### config.mk
export PLATFORM = sky130hd
export DESIGN_NAME = scan_peak_valley_detector
export DESIGN_NICKNAME = d
export VERILOG_FILES = /design/src/hw/rtl/spvd_pkg.sv /design/src/hw/rtl/scan_peak_valley_detector.sv /design/src/hw/rtl/spvd_cfg.sv /design/src/hw/rtl/spvd_core.sv
export VERILOG_INCLUDE_DIRS = /design/src /design/src/hw/rtl
export SDC_FILE = /design/constraint.sdc
export NUM_CORES = 1
export LEC_CHECK = 0
export BUFFER_PORTS_ARGS = -buffer_cell sky130_fd_sc_hd__buf_2
export CAP_MARGIN = 10
export CORE_ASPECT_RATIO = 0.75
export CORE_MARGIN = 4
export CORE_UTILIZATION = 50
export DETAILED_ROUTE_END_ITERATION = 6
export GPL_TIMING_DRIVEN = 0
export PLACE_DENSITY = 0.75
export SLEW_MARGIN = 20
export SYNTH_ARGS = -nofsm -noshare
export SYNTH_HDL_FRONTEND = slang
export SYNTH_SLANG_ARGS = --single-unit
### constraint.sdc
create_clock -name clk -period 8.9 [get_ports clk]
set_input_delay 0.445 -clock clk [delete_from_list [all_inputs] [get_ports clk]]
set_output_delay 0.445 -clock clk [all_outputs]
set_load 0.03 [all_outputs]
### src/hw/rtl/scan_peak_valley_detector_macros.svh
// Assertion macros for the scan peak and valley detector.
// Every use needs a clock named clk and a reset named rst in scope.
`ifndef SCAN_PEAK_VALLEY_DETECTOR_MACROS_SVH
`define SCAN_PEAK_VALLEY_DETECTOR_MACROS_SVH

// The consequent holds in the same cycle as the antecedent.
`define SPVD_ASSERT_SAME(label, ante, cons, msg) \
  label: assert property (@(posedge clk) disable iff (rst) (ante) |-> (cons)) \
    else $error(msg);

// The consequent holds in the cycle after the antecedent.
`define SPVD_ASSERT_NEXT(label, ante, cons, msg) \
  label: assert property (@(posedge clk) disable iff (rst) (ante) |=> (cons)) \
    else $error(msg);

`endif

### src/hw/rtl/spvd_pkg.sv
// Shared types and constants of the scan peak and valley detector.
// No dependencies.
package spvd_pkg;

  localparam logic [1:0] REG_MAX_DISTANCE  = 2'd0;
  localparam logic [1:0] REG_GUARD_SAMPLES = 2'd1;
  localparam logic [1:0] REG_CONFIRM_STEPS = 2'd2;

  localparam logic [14:0] MAX_DISTANCE_RESET  = 15'd345;
  localparam logic [7:0]  GUARD_SAMPLES_RESET = 8'd5;
  localparam logic [3:0]  CONFIRM_STEPS_RESET = 4'd2;

  localparam logic [1:0] EV_NONE   = 2'd0;
  localparam logic [1:0] EV_PEAK   = 2'd1;
  localparam logic [1:0] EV_VALLEY = 2'd2;

  typedef struct packed {
    logic [14:0] max_distance;
    logic [7:0]  guard_samples;
    logic [3:0]  confirm_steps;
  } cfg_t;

  typedef struct packed {
    logic signed [15:0] filtered_sample;
    logic [1:0]         event_res;
    logic signed [15:0] extreme_value;
    logic [7:0]         extreme_index;
    logic [3:0]         peak_total;
    logic [3:0]         valley_total;
  } result_t;

endpackage

### src/hw/rtl/scan_peak_valley_detector.sv
// Scan peak and valley detector, top level.
// An accepted word is held in the input register, then moves on to the result register
// when the output can take it. Throughput: one word per cycle unless the output stalls;
// the input register and the result register each hold one word, and all filtering and
// slope logic lies between them. Reset: synchronous; clears all scan state and restores the register defaults.
// Depends on spvd_pkg, spvd_cfg, spvd_core and the assertion macro header.
`include "scan_peak_valley_detector_macros.svh"

module scan_peak_valley_detector #(
  parameter int SCAN_LENGTH = 256
) (
  input  logic               clk,
  input  logic               rst,
  input  logic               cfg_valid,
  output logic               cfg_ready,
  input  logic [1:0]         cfg_index,
  input  logic [14:0]        cfg_data,
  input  logic               in_valid,
  output logic               in_ready,
  input  logic signed [15:0] sample,
  input  logic               scan_start,
  output logic               out_valid,
  input  logic               out_ready,
  output logic signed [15:0] filtered_sample,
  output logic [1:0]         event_res,
  output logic signed [15:0] extreme_value,
  output logic [7:0]         extreme_index,
  output logic [3:0]         peak_total,
  output logic [3:0]         valley_total
);
  import spvd_pkg::*;

  cfg_t               cfg;
  logic               in_full;
  logic signed [15:0] held_sample;
  logic               held_start;
  logic               step;
  result_t            core_res;
  result_t            out_word;

  assign cfg_ready = 1'b1;
  assign step      = in_full && (!out_valid || out_ready);
  assign in_ready  = !in_full || step;

  spvd_cfg u_cfg (
    .clk      (clk),
    .rst      (rst),
    .wr_en    (cfg_valid),
    .wr_index (cfg_index),
    .wr_data  (cfg_data),
    .cfg      (cfg)
  );

  spvd_core #(
    .SCAN_LENGTH (SCAN_LENGTH)
  ) u_core (
    .clk        (clk),
    .rst        (rst),
    .step       (step),
    .sample     (held_sample),
    .scan_start (held_start),
    .cfg        (cfg),
    .res        (core_res)
  );

  always_ff @(posedge clk) begin
    if (rst) begin
      in_full <= 1'b0;
    end else if (in_valid && in_ready) begin
      in_full <= 1'b1;
    end else if (step) begin
      in_full <= 1'b0;
    end
    if (in_valid && in_ready) begin
      held_sample <= sample;
      held_start  <= scan_start;
    end
  end

  always_ff @(posedge clk) begin
    if (rst) begin
      out_valid <= 1'b0;
    end else if (step) begin
      out_valid <= 1'b1;
    end else if (out_ready) begin
      out_valid <= 1'b0;
    end
    if (step) begin
      out_word <= core_res;
    end
  end

  assign filtered_sample = out_word.filtered_sample;
  assign event_res       = out_word.event_res;
  assign extreme_value   = out_word.extreme_value;
  assign extreme_index   = out_word.extreme_index;
  assign peak_total      = out_word.peak_total;
  assign valley_total    = out_word.valley_total;

  `SPVD_ASSERT_SAME(a_peak_counted, out_valid && (event_res == EV_PEAK), peak_total != 4'd0, "peak without count")
  `SPVD_ASSERT_SAME(a_valley_counted, out_valid && (event_res == EV_VALLEY), valley_total != 4'd0, "valley without count")
  `SPVD_ASSERT_SAME(a_quiet_extreme, out_valid && (event_res == EV_NONE), (extreme_value == 16'sd0) && (extreme_index == 8'd0), "extreme fields set without event")
  `SPVD_ASSERT_NEXT(a_step_fills_output, step, out_valid, "processed word not presented")

endmodule

### src/hw/rtl/spvd_cfg.sv
// Configuration registers of the scan peak and valley detector.
// Depends on spvd_pkg.
module spvd_cfg (
  input  logic               clk,
  input  logic               rst,
  input  logic               wr_en,
  input  logic [1:0]         wr_index,
  input  logic [14:0]        wr_data,
  output spvd_pkg::cfg_t     cfg
);
  import spvd_pkg::*;

  cfg_t regs;

  always_ff @(posedge clk) begin
    if (rst) begin
      regs.max_distance  <= MAX_DISTANCE_RESET;
      regs.guard_samples <= GUARD_SAMPLES_RESET;
      regs.confirm_steps <= CONFIRM_STEPS_RESET;
    end else if (wr_en) begin
      case (wr_index)
        REG_MAX_DISTANCE:  regs.max_distance  <= wr_data;
        REG_GUARD_SAMPLES: regs.guard_samples <= wr_data[7:0];
        REG_CONFIRM_STEPS: regs.confirm_steps <= wr_data[3:0];
        default: ;
      endcase
    end
  end

  assign cfg = regs;

endmodule

### src/hw/rtl/spvd_core.sv
// Filter, slope tracking and peak and valley confirmation for one word.
// Depends on spvd_pkg.
module spvd_core #(
  parameter int SCAN_LENGTH = 256
) (
  input  logic                clk,
  input  logic                rst,
  input  logic                step,
  input  logic signed [15:0]  sample,
  input  logic                scan_start,
  input  spvd_pkg::cfg_t      cfg,
  output spvd_pkg::result_t   res
);
  import spvd_pkg::*;

  localparam int CNT_W = $clog2(SCAN_LENGTH + 1);

  typedef enum logic [1:0] {RUN_NONE, RUN_RISE, RUN_FALL} run_t;

  logic signed [15:0] previous_sample, previous_sample_next;
  logic [CNT_W-1:0]   sample_count, sample_count_next;
  run_t               run_mode, run_mode_next;
  logic               peak_pending, peak_pending_next;
  logic               valley_pending, valley_pending_next;
  logic [3:0]         fall_steps, fall_steps_next;
  logic [3:0]         rise_steps, rise_steps_next;
  logic signed [15:0] peak_cand_value, peak_cand_value_next;
  logic [7:0]         peak_cand_index, peak_cand_index_next;
  logic signed [15:0] valley_cand_value, valley_cand_value_next;
  logic [7:0]         valley_cand_index, valley_cand_index_next;
  logic [3:0]         peak_count, peak_count_next;
  logic [3:0]         valley_count, valley_count_next;

  logic [CNT_W+7:0]   k_ext;
  logic signed [15:0] f;
  logic [1:0]         ev;
  logic signed [15:0] xval;
  logic [7:0]         xidx;

  // A start-of-scan word sees cleared state; the nexts start from that view.
  always_comb begin
    previous_sample_next   = scan_start ? '0 : previous_sample;
    sample_count_next      = scan_start ? '0 : sample_count;
    run_mode_next          = scan_start ? RUN_NONE : run_mode;
    peak_pending_next      = scan_start ? 1'b0 : peak_pending;
    valley_pending_next    = scan_start ? 1'b0 : valley_pending;
    fall_steps_next        = scan_start ? '0 : fall_steps;
    rise_steps_next        = scan_start ? '0 : rise_steps;
    peak_cand_value_next   = scan_start ? '0 : peak_cand_value;
    peak_cand_index_next   = scan_start ? '0 : peak_cand_index;
    valley_cand_value_next = scan_start ? '0 : valley_cand_value;
    valley_cand_index_next = scan_start ? '0 : valley_cand_index;
    peak_count_next        = scan_start ? '0 : peak_count;
    valley_count_next      = scan_start ? '0 : valley_count;

    k_ext = {8'b0, sample_count_next};
    f     = sample;
    if ((k_ext > {{CNT_W{1'b0}}, cfg.guard_samples}) &&
        (sample[15] || (sample[14:0] > cfg.max_distance))) begin
      f = previous_sample_next;
    end

    ev   = EV_NONE;
    xval = '0;
    xidx = '0;

    if (sample_count_next < CNT_W'(SCAN_LENGTH)) begin
      if (sample_count_next != '0) begin
        if ((run_mode_next == RUN_RISE) && (f < previous_sample_next)) begin
          if (!valley_pending_next) begin
            peak_cand_value_next = previous_sample_next;
            peak_cand_index_next = k_ext[7:0] - 8'd1;
            peak_pending_next    = 1'b1;
          end else begin
            peak_pending_next = 1'b0;
          end
          fall_steps_next = '0;
          run_mode_next   = RUN_FALL;
        end else if ((run_mode_next == RUN_FALL) && (f > previous_sample_next)) begin
          if (!peak_pending_next) begin
            valley_cand_value_next = previous_sample_next;
            valley_cand_index_next = k_ext[7:0] - 8'd1;
            valley_pending_next    = 1'b1;
            rise_steps_next        = '0;
          end else begin
            peak_pending_next = 1'b0;
            fall_steps_next   = '0;
          end
          run_mode_next = RUN_RISE;
        end else if (run_mode_next == RUN_NONE) begin
          if (f > previous_sample_next) begin
            run_mode_next = RUN_RISE;
          end else if (f < previous_sample_next) begin
            run_mode_next = RUN_FALL;
          end
        end

        if ((run_mode_next == RUN_RISE) && valley_pending_next) begin
          rise_steps_next = rise_steps_next + 4'd1;
          if (rise_steps_next == cfg.confirm_steps) begin
            if (valley_count_next != 4'd15) begin
              valley_count_next = valley_count_next + 4'd1;
            end
            valley_pending_next = 1'b0;
            rise_steps_next     = '0;
            ev                  = EV_VALLEY;
            xval                = valley_cand_value_next;
            xidx                = valley_cand_index_next;
          end
        end else if ((run_mode_next == RUN_FALL) && peak_pending_next) begin
          fall_steps_next = fall_steps_next + 4'd1;
          if (fall_steps_next == cfg.confirm_steps) begin
            if (peak_count_next != 4'd15) begin
              peak_count_next = peak_count_next + 4'd1;
            end
            peak_pending_next = 1'b0;
            fall_steps_next   = '0;
            ev                = EV_PEAK;
            xval              = peak_cand_value_next;
            xidx              = peak_cand_index_next;
          end
        end
      end
      previous_sample_next = f;
      sample_count_next    = sample_count_next + CNT_W'(1);
    end
  end

  always_ff @(posedge clk) begin
    if (rst) begin
      previous_sample   <= '0;
      sample_count      <= '0;
      run_mode          <= RUN_NONE;
      peak_pending      <= 1'b0;
      valley_pending    <= 1'b0;
      fall_steps        <= '0;
      rise_steps        <= '0;
      peak_cand_value   <= '0;
      peak_cand_index   <= '0;
      valley_cand_value <= '0;
      valley_cand_index <= '0;
      peak_count        <= '0;
      valley_count      <= '0;
    end else if (step) begin
      previous_sample   <= previous_sample_next;
      sample_count      <= sample_count_next;
      run_mode          <= run_mode_next;
      peak_pending      <= peak_pending_next;
      valley_pending    <= valley_pending_next;
      fall_steps        <= fall_steps_next;
      rise_steps        <= rise_steps_next;
      peak_cand_value   <= peak_cand_value_next;
      peak_cand_index   <= peak_cand_index_next;
      valley_cand_value <= valley_cand_value_next;
      valley_cand_index <= valley_cand_index_next;
      peak_count        <= peak_count_next;
      valley_count      <= valley_count_next;
    end
  end

  assign res.filtered_sample = f;
  assign res.event_res       = ev;
  assign res.extreme_value   = xval;
  assign res.extreme_index   = xidx;
  assign res.peak_total      = peak_count_next;
  assign res.valley_total    = valley_count_next;

endmodule

==> flow_metrics.py <==
metrics = {
    "run_status": {
        "status": "finished clean",
    },
    "yosys": {
        "yosysUniqueCellTypes": 87,
        "syn_area_sq_um": 9900,
        "synth_nets": 1154,
        "async_flop_share_pct": 0,
        "synth_edf_count": 67,
        "ys_seq_elements": 189,
        "postSynthAreaPerCell_sq_um": 9.25,
        "synth_seq_area_share_pct": 45.0,
        "syn_inst": 1071,
        "ys.flop_type": "dfxtp_1",
        "synth_warnings": 0,
    },
    "layout": {
        "final_cell_count_no_fill": 1449,
        "diodes": 0,
        "layout-drive-gt1-share_pct": 15.0,
        "area_growth_pct": 14.7,
        "post-route-util_pct": 58.6,
        "fin_nets": 1266,
    },
    "sta": {
        "tightestPinTransition_ns": 0.972,
        "finalHoldViolations": 0,
        "skew_ns": 0.0119,
        "fmax_ghz": 0.117,
        "fin_crit_sh_pct": 96.1,
        "slew_headroom_pct": 34.9,
        "fin_hold_ws_ns": 0.181,
        "setup_violations": 0,
        "layout_min_cycle_time_ns": 8.56,
        "report.final.slew_viol_count": 0,
    },
    "worst_setup_path": {
        "crit_slowest_cell": "edfxtp_1",
        "cp_max_fo": 10,
        "slowest_delay_ns": 0.43,
        "crit_type": "flip-flop to flip-flop",
        "cp.arrival_ns": 8.71,
        "required_ns": 9.06,
        "worstSetupEndpointType": "flip-flop",
        "cp_common_cell": "clkbuf_4",
        "worst_setup_path_start_kind": "flip-flop",
    },
    "run": {
        "maxCapViolCount": 0,
    },
    "floorplan": {
        "die-area_sq_um": 22100,
        "die_w_um": 171,
        "die_h_um": 130,
        "fp-row-count": 44,
        "io_pins": 92,
        "start_util_pct": 51.1,
        "core_sq_um": 19400,
    },
    "power_and_ir_drop": {
        "p_leak_uw": 0.00450,
        "power-per-cell-area_nw_per_um2": 164,
        "peakVddDrop_mv": 0.0835,
    },
    "clocking": {
        "cts_buffer_depth": 2,
        "tritoncts": "yes",
        "clkSinkCount": 189,
        "cts-root-buf": "clkbuf_16",
        "insertion_delay_ns": 0.44,
        "cts_htree_levels": 4,
        "clk_pin_slew_worst_paths_ns": 0.07,
        "cts_buffers": 17,
        "postCtsHoldBufs": 0,
    },
    "hold_path": {
        "holdCritPathClass": "input pin to flip-flop",
    },
    "global_route": {
        "antenna_found_initial": 0,
        "track_usage_pct": 25.7,
        "grt_pass1_wl_um": 44000,
        "grt.overflow.total": 0,
        "grt_start_max_net_pins": 38,
        "grt_pass1_vias": 8135,
    },
    "place": {
        "numPortBuffers": 89,
        "gp_congestion": 0.958,
        "place_hpwl_um": 21000,
        "dp.cells": 1414,
    },
    "routing": {
        "wl_um": 28800,
        "ant_nets": 0,
        "post_drt_wl_per_cell_um": 19.9,
        "post_drt_via_cell_ratio": 6.12,
        "vias": 8875,
        "dr.pass1.iters": 6,
        "route.detailed.drc": 0,
        "drt_iter0_drc": 1044,
    },
}
[cell type report]
| class | count | area (sq um) |
|---|---|---|
| fill | 1688 | 8020 |
| multi-input combinational | 756 | 4980 |
| sequential | 189 | 4450 |
| timing repair buffer | 95 | 503 |
| clock buffer | 20 | 447 |
| buffer | 70 | 343 |
| tap | 253 | 317 |
| inverter | 54 | 205 |
| clock inverter | 12 | 113 |
[metal layers]
| layer | global-route usage (%) | vias to the layer above | share of wire (%) |
|---|---|---|---|
| li1 | - | 4121 | - |
| met1 | 38.6 | 4142 | 44 |
| met2 | 36.4 | 570 | 41 |
| met3 | 6.39 | 42 | 13 |
| met4 | 7.93 | 0 | 2.0 |
| met5 | 0 | - | 0 |
[worst max-delay path: cells and delay by family, from the launching register on]
kind                     cells  cell delay (ns)
AO/OA/AOI/OAI               13             2.58
XOR/XNOR                     1             0.23
flip-flops                   1             0.43
adder cells (fa/ha/maj)      3             0.82
multiplexers                 1             0.18
buffers and inverters       13             2.72
AND/OR/NAND/NOR              8             1.29
[cells in the final DEF, fill, tap and decap left out, types with 4 or more instances in the layout]
cell | synthesis | layout
nor2b_1 | 18 | 18
inv_1 | 51 | 51
o21a_1 | 4 | 4
nand2_1 | 113 | 113
nand3_1 | 24 | 24
o211ai_1 | 8 | 8
edfxtp_1 | 67 | 67
mux2i_1 | 61 | 61
and3_1 | 8 | 8
o22ai_1 | 5 | 4
or3_1 | 8 | 8
buf_2 | 10 | 96
nor2_1 | 115 | 115
or4_1 | 4 | 4
dfxtp_1 | 122 | 122
ha_1 | 44 | 44
clkbuf_1 | 43 | 40
nand3b_1 | 5 | 5
a22oi_1 | 26 | 26
nand2b_1 | 7 | 7
o21ai_0 | 32 | 32
nand4_1 | 11 | 11
clkbuf_16 | 0 | 17
a21o_1 | 9 | 8
nor4_1 | 5 | 5
a2bb2oi_1 | 5 | 5
a22o_1 | 4 | 4
buf_1 | 12 | 7
buf_4 | 3 | 11
a32o_1 | 16 | 16
a21oi_1 | 68 | 68
xnor2_1 | 11 | 11
o31ai_1 | 17 | 17
clkbuf_4 | 0 | 6
a31oi_1 | 15 | 15
clkinvlp_4 | 0 | 4
nor3_1 | 32 | 32
[final timing paths]
check                                                 start                     endpoint  slack, ns  cells past startpoint
worst max-delay path                             held_start             extreme_value[0]       0.34                     39
worst min-delay path                             sample[15]              held_sample[15]       0.18                      1
worst max register to register                   held_start             extreme_value[0]       0.34                     39
worst min register to register  u_core.valley_cand_index[0]  u_core.valley_cand_index[0]       0.45                      2
[cell usage after synthesis, types with 16 or more instances]
cell | number | area share, %
a32o_1 | 16 | 1.6
inv_1 | 51 | 1.9
clkbuf_1 | 43 | 1.6
ha_1 | 44 | 5.6
edfxtp_1 | 67 | 20
nand3_1 | 24 | 1.2
nor2b_1 | 18 | 1.1
nor2_1 | 115 | 4.4
o21ai_0 | 32 | 1.6
o31ai_1 | 17 | 1.3
nand2_1 | 113 | 4.3
a22oi_1 | 26 | 2.0
mux2i_1 | 61 | 6.2
nor3_1 | 32 | 1.6
dfxtp_1 | 122 | 25
a21oi_1 | 68 | 3.4
[where the power goes]
part	total, uW	internal, uW	switching [uW]
clock	740	395	344
combinational	185	57.5	128
sequential	936	918	18.6
total	1860	1370	491
[state kept, by name (all words and copies together) (netlist names), 4 cells and up]
register / cells
u_core.rise_steps: 4
peak_total: 4
u_core.fall_steps: 4
held_sample: 16
u_core.sample_count: 9
u_core.peak_count: 4
valley_total: 4
u_core.previous_sample: 16
u_cfg.cfg: 27
extreme_value: 16
u_core.valley_count: 4
u_core.valley_cand_index: 8
u_core.valley_cand_value: 16
extreme_index: 8
u_core.peak_cand_value: 16
u_core.peak_cand_index: 8
filtered_sample: 16
[through the flow]
step,power [uW],instance area (sq um),setup TNS (ns),setup slack [ns]
2_1_floorplan,1060,9900,0,1.26
3_3_place_gp,1130,10700,-29.24,-1.12
3_5_place_dp,1130,10700,-33.97,-1.21
4_1_cts,1860,11300,0,0.00377
5_1_grt,1920,11400,-0.0341,-0.0341
6_report,1860,11400,0,0.345
[cell families after synthesis]
group                      Yosys count  synth area share, %
AOI/OAI and AO/OA                  260                 18.7
xor gates and xnor gates            14                 1.24
adders and majority gates           44                 5.56
buffers and inverters              126                 5.25
DFF                                189                 45.0
muxes                               62                 6.28
other                                1               0.0379
and+or+nand+nor                    375                 18.0
[timing repair]
item	4_1_cts	5_1_grt
pin swaps	1	2
endpoints found under the hold margin	0	0
setup buffers	3	2
resized for setup	11	15
endpoints found under the setup margin	52	33
No activity file was read; power rests on OpenSTA's default activity.
